===== src/hw/rtl/swfl_pkg.sv =====
package swfl_pkg;

    localparam int FRAME_DEPTH = 64;
    localparam int FRAME_AW = 6;
    localparam int FRAME_LW = 7;
    localparam logic [FRAME_LW-1:0] FRAME_FILL_MAX = 7'd63;
    localparam logic [FRAME_LW-1:0] FRAME_HDR_LEN = 7'd2;
    localparam int PAYLOAD_MAX_DEF = 32;
    localparam int APB_AW = 3;

    localparam logic [15:0] ACK_TIMEOUT_RST = 16'd1000;
    localparam logic [APB_AW-1:0] REG_ACK_TIMEOUT = 3'd0;

    localparam logic [7:0] BYTE_START = 8'h7B;
    localparam logic [7:0] BYTE_END = 8'h7D;
    localparam logic [7:0] BYTE_ESC = 8'h5C;

    localparam logic [1:0] FUNC_REQ = 2'd0;
    localparam logic [1:0] FUNC_RX = 2'd1;
    localparam logic [1:0] FUNC_TICK = 2'd2;
    localparam logic [1:0] FUNC_FETCH = 2'd3;

    localparam logic [2:0] KIND_LINK = 3'd0;
    localparam logic [2:0] KIND_REPLY = 3'd1;
    localparam logic [2:0] KIND_REFUSED = 3'd2;
    localparam logic [2:0] KIND_NOREPLY = 3'd3;
    localparam logic [2:0] KIND_EMPTY = 3'd4;

    typedef struct packed {
        logic                we;
        logic [FRAME_AW-1:0] waddr;
        logic [7:0]          wdata;
        logic                re;
        logic [FRAME_AW-1:0] raddr;
    } mem_req_t;

endpackage


===== src/hw/rtl/swfl_ram.sv =====
module swfl_ram #(
    parameter int DEPTH = swfl_pkg::FRAME_DEPTH
) (
    input  logic              aclk,
    input  swfl_pkg::mem_req_t req,
    output logic [7:0]        rdata
);

    localparam int AW = (DEPTH > 1) ? $clog2(DEPTH) : 1;

    logic [7:0] mem [DEPTH];
    logic [7:0] rdata_reg;

    always_ff @(posedge aclk) begin
        if (req.we) begin
            mem[req.waddr[AW-1:0]] <= req.wdata;
        end
        if (req.re) begin
            rdata_reg <= mem[req.raddr[AW-1:0]];
        end
    end

    assign rdata = rdata_reg;

endmodule


===== src/hw/rtl/swfl_ctrl.sv =====
module swfl_ctrl #(
    parameter int PAYLOAD_MAX = swfl_pkg::PAYLOAD_MAX_DEF
) (
    input  logic               aclk,
    input  logic               aresetn,
    input  logic [15:0]        ack_timeout,
    input  logic               s_valid,
    output logic               s_ready,
    input  logic [1:0]         s_func,
    input  logic [7:0]         s_data_byte,
    input  logic               s_is_last,
    output logic               m_valid,
    input  logic               m_ready,
    output logic [2:0]         m_out_kind,
    output logic [7:0]         m_out_byte,
    output logic               m_out_last,
    output swfl_pkg::mem_req_t frame_req,
    input  logic [7:0]         frame_rdata,
    output swfl_pkg::mem_req_t reply_req,
    input  logic [7:0]         reply_rdata
);

    localparam int RLW = $clog2(PAYLOAD_MAX + 1);
    localparam int AW = swfl_pkg::FRAME_AW;
    localparam int LW = swfl_pkg::FRAME_LW;

    localparam logic [2:0] ST_IDLE = 3'd0;
    localparam logic [2:0] ST_WR2 = 3'd1;
    localparam logic [2:0] ST_ONE = 3'd2;
    localparam logic [2:0] ST_TX = 3'd3;
    localparam logic [2:0] ST_RX = 3'd4;

    localparam logic [1:0] RX_HUNT = 2'd0;
    localparam logic [1:0] RX_SEQ = 2'd1;
    localparam logic [1:0] RX_PAY = 2'd2;

    logic [2:0]     state_reg, state_next;
    logic           seq_reg, seq_next;
    logic [LW-1:0]  frame_len_reg, frame_len_next;
    logic           outst_reg, outst_next;
    logic [15:0]    ticks_reg, ticks_next;
    logic [RLW-1:0] reply_len_reg, reply_len_next;
    logic [1:0]     rx_phase_reg, rx_phase_next;
    logic           esc_reg, esc_next;
    logic           complete_reg, complete_next;
    logic [AW-1:0]  idx_reg, idx_next;
    logic [7:0]     pend_byte_reg, pend_byte_next;
    logic           pend_last_reg, pend_last_next;
    logic [2:0]     pend_kind_reg, pend_kind_next;
    logic           m_valid_reg, m_valid_next;
    logic [2:0]     m_kind_reg, m_kind_next;
    logic [7:0]     m_byte_reg, m_byte_next;
    logic           m_last_reg, m_last_next;

    logic           acc;
    logic           out_free;
    logic           start_tx;
    logic           rx_store;
    logic           rx_drop;
    logic [LW-1:0]  fl;
    logic           need2;
    logic           fits;
    logic [15:0]    ticks_inc;
    logic [7:0]     tx_byte;
    logic           tx_last;
    logic           rx_last;

    assign s_ready = (state_reg == ST_IDLE);
    assign acc = s_valid && s_ready;
    assign out_free = !m_valid_reg || m_ready;

    assign fl = (frame_len_reg < swfl_pkg::FRAME_HDR_LEN) ? swfl_pkg::FRAME_HDR_LEN
                                                           : frame_len_reg;
    assign need2 = (s_data_byte == swfl_pkg::BYTE_END) || (s_data_byte == swfl_pkg::BYTE_ESC);
    assign fits = (fl + (need2 ? LW'(2) : LW'(1))) <= swfl_pkg::FRAME_FILL_MAX;
    assign ticks_inc = (ticks_reg == 16'hFFFF) ? ticks_reg : ticks_reg + 16'd1;

    assign tx_last = ({1'b0, idx_reg} == frame_len_reg);
    assign rx_last = (idx_reg == (AW'(reply_len_reg) - AW'(1)));

    always_comb begin
        if (idx_reg == AW'(0)) begin
            tx_byte = swfl_pkg::BYTE_START;
        end else if (idx_reg == AW'(1)) begin
            tx_byte = {7'd0, seq_reg};
        end else if (tx_last) begin
            tx_byte = swfl_pkg::BYTE_END;
        end else begin
            tx_byte = frame_rdata;
        end
    end

    always_comb begin
        state_next = state_reg;
        seq_next = seq_reg;
        frame_len_next = frame_len_reg;
        outst_next = outst_reg;
        ticks_next = ticks_reg;
        reply_len_next = reply_len_reg;
        rx_phase_next = rx_phase_reg;
        esc_next = esc_reg;
        complete_next = complete_reg;
        idx_next = idx_reg;
        pend_byte_next = pend_byte_reg;
        pend_last_next = pend_last_reg;
        pend_kind_next = pend_kind_reg;
        m_valid_next = m_valid_reg && !m_ready;
        m_kind_next = m_kind_reg;
        m_byte_next = m_byte_reg;
        m_last_next = m_last_reg;
        frame_req = '0;
        reply_req = '0;
        start_tx = 1'b0;
        rx_store = 1'b0;
        rx_drop = 1'b0;

        case (state_reg)
            ST_IDLE: begin
                if (acc) begin
                    case (s_func)
                        swfl_pkg::FUNC_REQ: begin
                            if (outst_reg) begin
                                pend_kind_next = swfl_pkg::KIND_REFUSED;
                                state_next = ST_ONE;
                            end else begin
                                frame_len_next = fl;
                                if (fits && need2) begin
                                    frame_req.we = 1'b1;
                                    frame_req.waddr = fl[AW-1:0];
                                    frame_req.wdata = swfl_pkg::BYTE_ESC;
                                    frame_len_next = fl + LW'(1);
                                    pend_byte_next = s_data_byte;
                                    pend_last_next = s_is_last;
                                    state_next = ST_WR2;
                                end else begin
                                    if (fits) begin
                                        frame_req.we = 1'b1;
                                        frame_req.waddr = fl[AW-1:0];
                                        frame_req.wdata = s_data_byte;
                                        frame_len_next = fl + LW'(1);
                                    end
                                    start_tx = s_is_last;
                                end
                            end
                        end
                        swfl_pkg::FUNC_RX: begin
                            if (!complete_reg) begin
                                case (rx_phase_reg)
                                    RX_SEQ: begin
                                        if (s_data_byte == {7'd0, seq_reg}) begin
                                            rx_phase_next = RX_PAY;
                                            esc_next = 1'b0;
                                            reply_len_next = '0;
                                        end else begin
                                            rx_drop = 1'b1;
                                        end
                                    end
                                    RX_PAY: begin
                                        if (esc_reg) begin
                                            esc_next = 1'b0;
                                            if (need2) begin
                                                rx_store = 1'b1;
                                            end else begin
                                                rx_drop = 1'b1;
                                            end
                                        end else if (s_data_byte == swfl_pkg::BYTE_ESC) begin
                                            esc_next = 1'b1;
                                        end else if (s_data_byte == swfl_pkg::BYTE_END) begin
                                            complete_next = 1'b1;
                                            rx_phase_next = RX_HUNT;
                                        end else begin
                                            rx_store = 1'b1;
                                        end
                                    end
                                    default: begin
                                        if (s_data_byte == swfl_pkg::BYTE_START) begin
                                            rx_phase_next = RX_SEQ;
                                            esc_next = 1'b0;
                                            reply_len_next = '0;
                                        end else begin
                                            rx_phase_next = RX_HUNT;
                                        end
                                    end
                                endcase
                            end
                        end
                        swfl_pkg::FUNC_TICK: begin
                            if (outst_reg && !complete_reg) begin
                                if (ticks_inc > ack_timeout) begin
                                    ticks_next = '0;
                                    idx_next = '0;
                                    frame_req.re = 1'b1;
                                    frame_req.raddr = '0;
                                    state_next = ST_TX;
                                end else begin
                                    ticks_next = ticks_inc;
                                end
                            end
                        end
                        default: begin
                            if (!complete_reg) begin
                                pend_kind_next = swfl_pkg::KIND_NOREPLY;
                                state_next = ST_ONE;
                            end else begin
                                complete_next = 1'b0;
                                seq_next = !seq_reg;
                                outst_next = 1'b0;
                                frame_len_next = '0;
                                ticks_next = '0;
                                if (reply_len_reg == '0) begin
                                    pend_kind_next = swfl_pkg::KIND_EMPTY;
                                    state_next = ST_ONE;
                                end else begin
                                    idx_next = '0;
                                    reply_req.re = 1'b1;
                                    reply_req.raddr = '0;
                                    state_next = ST_RX;
                                end
                            end
                        end
                    endcase
                end
            end
            ST_WR2: begin
                frame_req.we = 1'b1;
                frame_req.waddr = frame_len_reg[AW-1:0];
                frame_req.wdata = pend_byte_reg;
                frame_len_next = frame_len_reg + LW'(1);
                if (pend_last_reg) begin
                    start_tx = 1'b1;
                end else begin
                    state_next = ST_IDLE;
                end
            end
            ST_ONE: begin
                if (out_free) begin
                    m_valid_next = 1'b1;
                    m_kind_next = pend_kind_reg;
                    m_byte_next = '0;
                    m_last_next = 1'b1;
                    state_next = ST_IDLE;
                end
            end
            ST_TX: begin
                if (out_free) begin
                    m_valid_next = 1'b1;
                    m_kind_next = swfl_pkg::KIND_LINK;
                    m_byte_next = tx_byte;
                    m_last_next = tx_last;
                    if (tx_last) begin
                        state_next = ST_IDLE;
                    end else begin
                        idx_next = idx_reg + AW'(1);
                        frame_req.re = 1'b1;
                        frame_req.raddr = idx_reg + AW'(1);
                    end
                end
            end
            ST_RX: begin
                if (out_free) begin
                    m_valid_next = 1'b1;
                    m_kind_next = swfl_pkg::KIND_REPLY;
                    m_byte_next = reply_rdata;
                    m_last_next = rx_last;
                    if (rx_last) begin
                        reply_len_next = '0;
                        state_next = ST_IDLE;
                    end else begin
                        idx_next = idx_reg + AW'(1);
                        reply_req.re = 1'b1;
                        reply_req.raddr = idx_reg + AW'(1);
                    end
                end
            end
            default: begin
                state_next = ST_IDLE;
            end
        endcase

        if (start_tx) begin
            outst_next = 1'b1;
            ticks_next = '0;
            idx_next = '0;
            frame_req.re = 1'b1;
            frame_req.raddr = '0;
            state_next = ST_TX;
        end

        if (rx_store) begin
            if (reply_len_reg >= RLW'(PAYLOAD_MAX)) begin
                rx_drop = 1'b1;
            end else begin
                reply_req.we = 1'b1;
                reply_req.waddr = AW'(reply_len_reg);
                reply_req.wdata = s_data_byte;
                reply_len_next = reply_len_reg + RLW'(1);
            end
        end

        if (rx_drop) begin
            rx_phase_next = RX_HUNT;
            esc_next = 1'b0;
            reply_len_next = '0;
        end
    end

    always_ff @(posedge aclk) begin
        if (!aresetn) begin
            state_reg <= ST_IDLE;
            seq_reg <= 1'b0;
            frame_len_reg <= '0;
            outst_reg <= 1'b0;
            ticks_reg <= '0;
            reply_len_reg <= '0;
            rx_phase_reg <= RX_HUNT;
            esc_reg <= 1'b0;
            complete_reg <= 1'b0;
            m_valid_reg <= 1'b0;
        end else begin
            state_reg <= state_next;
            seq_reg <= seq_next;
            frame_len_reg <= frame_len_next;
            outst_reg <= outst_next;
            ticks_reg <= ticks_next;
            reply_len_reg <= reply_len_next;
            rx_phase_reg <= rx_phase_next;
            esc_reg <= esc_next;
            complete_reg <= complete_next;
            m_valid_reg <= m_valid_next;
        end
    end

    always_ff @(posedge aclk) begin
        idx_reg <= idx_next;
        pend_byte_reg <= pend_byte_next;
        pend_last_reg <= pend_last_next;
        pend_kind_reg <= pend_kind_next;
        m_kind_reg <= m_kind_next;
        m_byte_reg <= m_byte_next;
        m_last_reg <= m_last_next;
    end

    assign m_valid = m_valid_reg;
    assign m_out_kind = m_kind_reg;
    assign m_out_byte = m_byte_reg;
    assign m_out_last = m_last_reg;

endmodule


===== src/hw/rtl/stop_wait_framed_link_unit.sv =====
// Stop-and-wait link engine with byte-stuffed framing. A request byte that
// needs an escape writes its byte in a second state, since the frame memory
// has one write port. A sent frame (on the last request byte or on a timeout
// tick) or a fetched reply streams out one item per cycle while the output does
// not stall, after a registered memory read. Single-result items (refused, no
// reply, empty reply) pass through their own output state. No item is accepted
// while a frame or reply is streaming. No clearing pass after reset.
module stop_wait_framed_link_unit #(
    parameter int PAYLOAD_MAX = swfl_pkg::PAYLOAD_MAX_DEF
) (
    input  logic                        aclk,
    input  logic                        aresetn,
    input  logic                        psel,
    input  logic                        penable,
    input  logic                        pwrite,
    input  logic [swfl_pkg::APB_AW-1:0] paddr,
    input  logic [31:0]                 pwdata,
    output logic [31:0]                 prdata,
    output logic                        pready,
    input  logic                        s_valid,
    output logic                        s_ready,
    input  logic [1:0]                  s_func,
    input  logic [7:0]                  s_data_byte,
    input  logic                        s_is_last,
    output logic                        m_valid,
    input  logic                        m_ready,
    output logic [2:0]                  m_out_kind,
    output logic [7:0]                  m_out_byte,
    output logic                        m_out_last
);

    logic [15:0]        ack_timeout_reg, ack_timeout_next;
    logic               reg_sel;
    swfl_pkg::mem_req_t frame_req;
    swfl_pkg::mem_req_t reply_req;
    logic [7:0]         frame_rdata;
    logic [7:0]         reply_rdata;

    assign pready = 1'b1;
    assign reg_sel = (paddr[swfl_pkg::APB_AW-1:2] == swfl_pkg::REG_ACK_TIMEOUT[swfl_pkg::APB_AW-1:2]);

    always_comb begin
        ack_timeout_next = ack_timeout_reg;
        if (psel && penable && pwrite && reg_sel) begin
            ack_timeout_next = pwdata[15:0];
        end
    end

    always_ff @(posedge aclk) begin
        if (!aresetn) begin
            ack_timeout_reg <= swfl_pkg::ACK_TIMEOUT_RST;
        end else begin
            ack_timeout_reg <= ack_timeout_next;
        end
    end

    assign prdata = reg_sel ? {16'd0, ack_timeout_reg} : 32'd0;

    swfl_ram #(
        .DEPTH(swfl_pkg::FRAME_DEPTH)
    ) u_frame_ram (
        .aclk  (aclk),
        .req   (frame_req),
        .rdata (frame_rdata)
    );

    swfl_ram #(
        .DEPTH(PAYLOAD_MAX)
    ) u_reply_ram (
        .aclk  (aclk),
        .req   (reply_req),
        .rdata (reply_rdata)
    );

    swfl_ctrl #(
        .PAYLOAD_MAX(PAYLOAD_MAX)
    ) u_ctrl (
        .aclk        (aclk),
        .aresetn     (aresetn),
        .ack_timeout (ack_timeout_reg),
        .s_valid     (s_valid),
        .s_ready     (s_ready),
        .s_func      (s_func),
        .s_data_byte (s_data_byte),
        .s_is_last   (s_is_last),
        .m_valid     (m_valid),
        .m_ready     (m_ready),
        .m_out_kind  (m_out_kind),
        .m_out_byte  (m_out_byte),
        .m_out_last  (m_out_last),
        .frame_req   (frame_req),
        .frame_rdata (frame_rdata),
        .reply_req   (reply_req),
        .reply_rdata (reply_rdata)
    );

    a_status_last: assert property (@(posedge aclk) disable iff (!aresetn)
        m_valid && (m_out_kind != swfl_pkg::KIND_LINK) && (m_out_kind != swfl_pkg::KIND_REPLY)
        |-> m_out_last && (m_out_byte == 8'd0))
        else $error("status item not single and zero");

    a_hdr_kept: assert property (@(posedge aclk) disable iff (!aresetn)
        frame_req.we |-> (frame_req.waddr >= 6'd2))
        else $error("payload write into header slot");

    a_one_writer: assert property (@(posedge aclk) disable iff (!aresetn)
        reply_req.we |-> !frame_req.we && !frame_req.re && !reply_req.re)
        else $error("reply write overlaps other memory access");

    a_rw_apart: assert property (@(posedge aclk) disable iff (!aresetn)
        frame_req.we && frame_req.re |-> (frame_req.waddr != frame_req.raddr))
        else $error("frame memory read and write hit one entry");

endmodule


===== config.mk =====
export PLATFORM = sky130hd
export DESIGN_NAME = stop_wait_framed_link_unit
export DESIGN_NICKNAME = d
export VERILOG_FILES = /design/src/hw/rtl/swfl_pkg.sv /design/src/hw/rtl/swfl_ram.sv /design/src/hw/rtl/swfl_ctrl.sv /design/src/hw/rtl/stop_wait_framed_link_unit.sv
export SDC_FILE = /design/constraint.sdc
export NUM_CORES = 1
export LEC_CHECK = 0
export BUFFER_PORTS_ARGS = -buffer_cell sky130_fd_sc_hd__buf_2
export CORE_ASPECT_RATIO = 2
export CORE_UTILIZATION = 45
export DETAILED_ROUTE_END_ITERATION = 8
export GPL_TIMING_DRIVEN = 0
export PLACE_DENSITY = 0.66
export SYNTH_ARGS = -nofsm -noshare
export SYNTH_HDL_FRONTEND = slang
export SYNTH_SLANG_ARGS = --single-unit

===== constraint.sdc =====
create_clock -name aclk -period 3.7 [get_ports aclk]
set_clock_uncertainty 0.15 [all_clocks]
set_input_delay 0.185 -clock aclk [delete_from_list [all_inputs] [get_ports aclk]]
set_output_delay 0.185 -clock aclk [all_outputs]
set_load 0.02 [all_outputs]

==> implementation parameters <==
Parameter                              Value

STA
  Worst Max-Slew Pin Slew ... roughly 1.2 ns
  Worst Setup Slack, final ... -0.06162 ns
  F_max ... approximately 0.27 GHz
  Final number of setup-violating endpoints ... 56
  Max-slew violation count ... 0
  Total count of hold-check failures in the final report ... 2
  RSZ-0062 raised after global routing ... yes
  Worst hold slack after final layout ... -0.003511 ns
  Shortest period the worst path allows ... between 3 and 4 ns
  Setup TNS ... -1.313 ns
  Final Cycle Share ... 101.7%
  Max transition margin ... between 20% and 30%

Floorplanning
  Number of core rows ... 147
  Effective utilization at floorplan ... between 40% and 50%
  Vertical extent of the die ... ~410 microns
  Area of the die ... between 0.08 and 0.09 sq mm
  Num ports ... 100
  Placeable Area ... between 0.08 and 0.09 sq mm
  Horizontal die dimension ... around 200 microns

Critical path
  Biggest fanout along the worst timing path ... 8
  Critical path startpoint category ... flop
  Required time worst endpoint ... about 3.9 ns
  Arr. time, crit path ... approximately 4 ns
  CP Class ... flop to flop
  Endpoint class of the critical path ... flop
  Setup slack of the most critical reg-to-reg path ... -0.06 ns

Logic synthesis
  Cell Area, Synth ... around 0.037 sq mm
  Number of synthesized flops with an enable pin ... around 800
  Netlist cell types ... 90
  Number of warning messages in the yosys log ... 0
  Share of the yosys chip area belonging to registers ... a little over two thirds
  Flip-flop cell with the highest count after synthesis ... sky130_fd_sc_hd__edfxtp_1
  Flip-flop and latch count after synthesis ... just under 900
  Proportion of synthesized flip-flops having asynchronous set or reset ... 0%
  Syn Inst Count ... ~2600
  Post-synthesis area per instance ... about 14 sq um

Drt
  Average routed wire per standard cell ... ~29 microns
  Routed Antenna Nets ... 0
  Detailed Route Iter0 Violations ... 2519
  Ratio of routed vias to standard cells ... 6.115
  Total Wirelength ... about 120000 microns
  Pre-antenna DRT Iters ... 5
  Vias ... approximately 25000
  Number of remaining DRC errors ... 0

Final layout
  Count of fill cells added during filler insertion ... 6191
  Fin util ... 56.21%
  Nets ... about 3000
  Max FFs per register ... 512
  P&R area growth vs syn ... 23.25%
  Share of cells above drive strength 1 ... ~28%

Global routing
  First-pass GRT wire length ... 167700 microns
  Antenna violations before repair ... 1
  Global-route usage over all layers ... 28.59%
  Via count of the first global-routing pass ... approximately 25000
  Largest net degree at the start of global routing ... 65
  Overflow after GRT ... 0

Job
  Max-capacitance violation count ... 0

Clocking
  Count of clock tree sinks ... slightly below 900
  Clk Latency, worst-skew pair ... ~0.68 ns
  Maximum level of the CTS H-tree ... 3
  CTS tree ... built
  Clock buffer count from CTS ... 77
  Maximum count of clock buffers along a single path ... 3
  Clock-pin slew on the worst setup and hold paths ... about 0.080 ns
  Cell at the root of the clock tree ... sky130_fd_sc_hd__clkbuf_16

Power
  Leakage Power ... between 15 and 20 nW
  Total power density per cell area ... 527.9 mW/mm^2
  Largest vdd supply drop ... ~0.00033 V
  Total Power ... about 24 mW

Placed design
  DP HPWL ... about 81000 microns
  Final GP Congestion ... 0.9893
  Buffers added on ports ... between 60 and 70

Run status
  Run status ... complete, but fails checks
  Violated checks ... hold timing, setup timing

Hold path
  Type of the tightest min-delay check ... primary input to flop
[synth_stat cells, types with 40 or more instances]
cell type	instances	share of area, %
sky130_fd_sc_hd__o22ai_1	41	0.70
sky130_fd_sc_hd__buf_2	71	0.97
sky130_fd_sc_hd__nor2b_1	54	0.92
sky130_fd_sc_hd__nor2_1	217	2.2
sky130_fd_sc_hd__a21oi_1	170	2.3
sky130_fd_sc_hd__nand3_1	44	0.60
sky130_fd_sc_hd__a211oi_1	103	2.1
sky130_fd_sc_hd__mux2i_1	100	2.7
sky130_fd_sc_hd__clkbuf_1	53	0.54
sky130_fd_sc_hd__edfxtp_1	808	66
sky130_fd_sc_hd__dfxtp_1	61	3.3
sky130_fd_sc_hd__nand2_1	244	2.5
sky130_fd_sc_hd__inv_1	43	0.44
sky130_fd_sc_hd__mux4_2	40	2.5
sky130_fd_sc_hd__o21ai_0	67	0.91
[cell usage in the layout (no fill, tap or decap), drive strengths merged, types with 32 or more instances in the layout]
cell type | Yosys | routed
edfxtp | 808 | 808
buf | 109 | 297
nand2 | 245 | 245
nor2 | 218 | 218
a21oi | 171 | 171
clkbuf | 53 | 142
a211oi | 105 | 105
mux2i | 100 | 100
o21ai | 79 | 79
dfxtp | 61 | 61
nor2b | 54 | 54
inv | 43 | 50
nand3 | 45 | 45
o22ai | 41 | 41
mux4 | 40 | 40
ha | 33 | 33
dlygate4sd3 | 0 | 32
[where the power goes]
group	leakage (nW)	total (mW)	internal [mW]	switching (mW)
sequential	8.58	11.4	11.3	0.0906
clock	1.31	8.64	4.90	3.74
combinational	5.90	3.86	1.18	2.68
total	15.8	23.9	17.3	6.51
[layer usage]
layer	global-route usage (%)	wire, microns
met1	28.32	36740
met4	24.54	10920
met3	3.957	6619
met5	0	10
met2	51.85	62960
[area by class of cell]
type	instances	area, sq um	share of cell area (%)
antenna	1	2.502	0.005538
buffer	155	1025	2.268
clock buffer	88	2032	4.497
clock inverter	52	634.4	1.404
inverter	44	170.2	0.3766
multi-input combinational	1551	12260	27.13
sequential	869	25510	56.47
tap	1043	1305	2.888
timing repair buffer	228	2241	4.960
[worst max-delay path, cell delays in order, from the launching register on]
cell                       delay [ns]
sky130_fd_sc_hd__dfxtp_4         0.38
sky130_fd_sc_hd__nor4_4          0.28
sky130_fd_sc_hd__nand2_1         0.11
sky130_fd_sc_hd__and2_4          0.17
sky130_fd_sc_hd__ha_4            0.16
sky130_fd_sc_hd__fa_2            0.42
sky130_fd_sc_hd__nand2_4         0.11
sky130_fd_sc_hd__xnor2_4         0.11
sky130_fd_sc_hd__nor3_4          0.22
sky130_fd_sc_hd__clkbuf_8        0.19
sky130_fd_sc_hd__o221ai_4        0.14
sky130_fd_sc_hd__buf_6           0.18
sky130_fd_sc_hd__nor2b_4         0.18
sky130_fd_sc_hd__buf_12          0.13
sky130_fd_sc_hd__nand2_8         0.14
sky130_fd_sc_hd__nor2_4          0.20
sky130_fd_sc_hd__buf_6           0.16
[repair_timing]
action / 4_1_cts / 5_1_grt
endpoints found under the setup margin: 1507 / 1439
hold buffers: 31 / 1
cloned: 0 / 1
resized for setup: 406 / 212
buffers inserted: 98 / 36
pin swaps: 92 / 62
hold endpoints to repair: 36 / 30
[through the flow]
step	hold slack, ns	cells	setup slack (ns)	cell area, sq um
after detailed placement	0.2741	3732	-2.253	38390
after global routing	0.004123	4030	-0.1830	45180
after floorplan	0.1339	2626	-0.1834	36750
after CTS	0.002026	3996	-0.3173	44160
after global placement	0.2630	3732	-2.242	38370
final	-0.003511	4031	-0.06162	45180
[cell families after synthesis]
family | synth area share [%]
xor gates and xnor gates | 0.8362
adders and majority gates | 1.181
other | 0.02049
muxes | 6.109
buffers and inverters | 2.659
AOI/OAI and AO/OA | 10.81
DFF | 69.52
and+or+nand+nor | 8.867
[path summary, 6_finish.rpt]
check,start,to,cells past startpoint
setup / recovery,u_ctrl.frame_len_reg[1],u_frame_ram.mem[19][3],16
hold / removal,s_data_byte[4],u_reply_ram.mem[30][4],2
setup reg to reg,u_ctrl.frame_len_reg[1],u_frame_ram.mem[19][3],16
hold reg to reg,ack_timeout_reg[12],ack_timeout_reg[12],2
(Power assumes the default switching activity.)
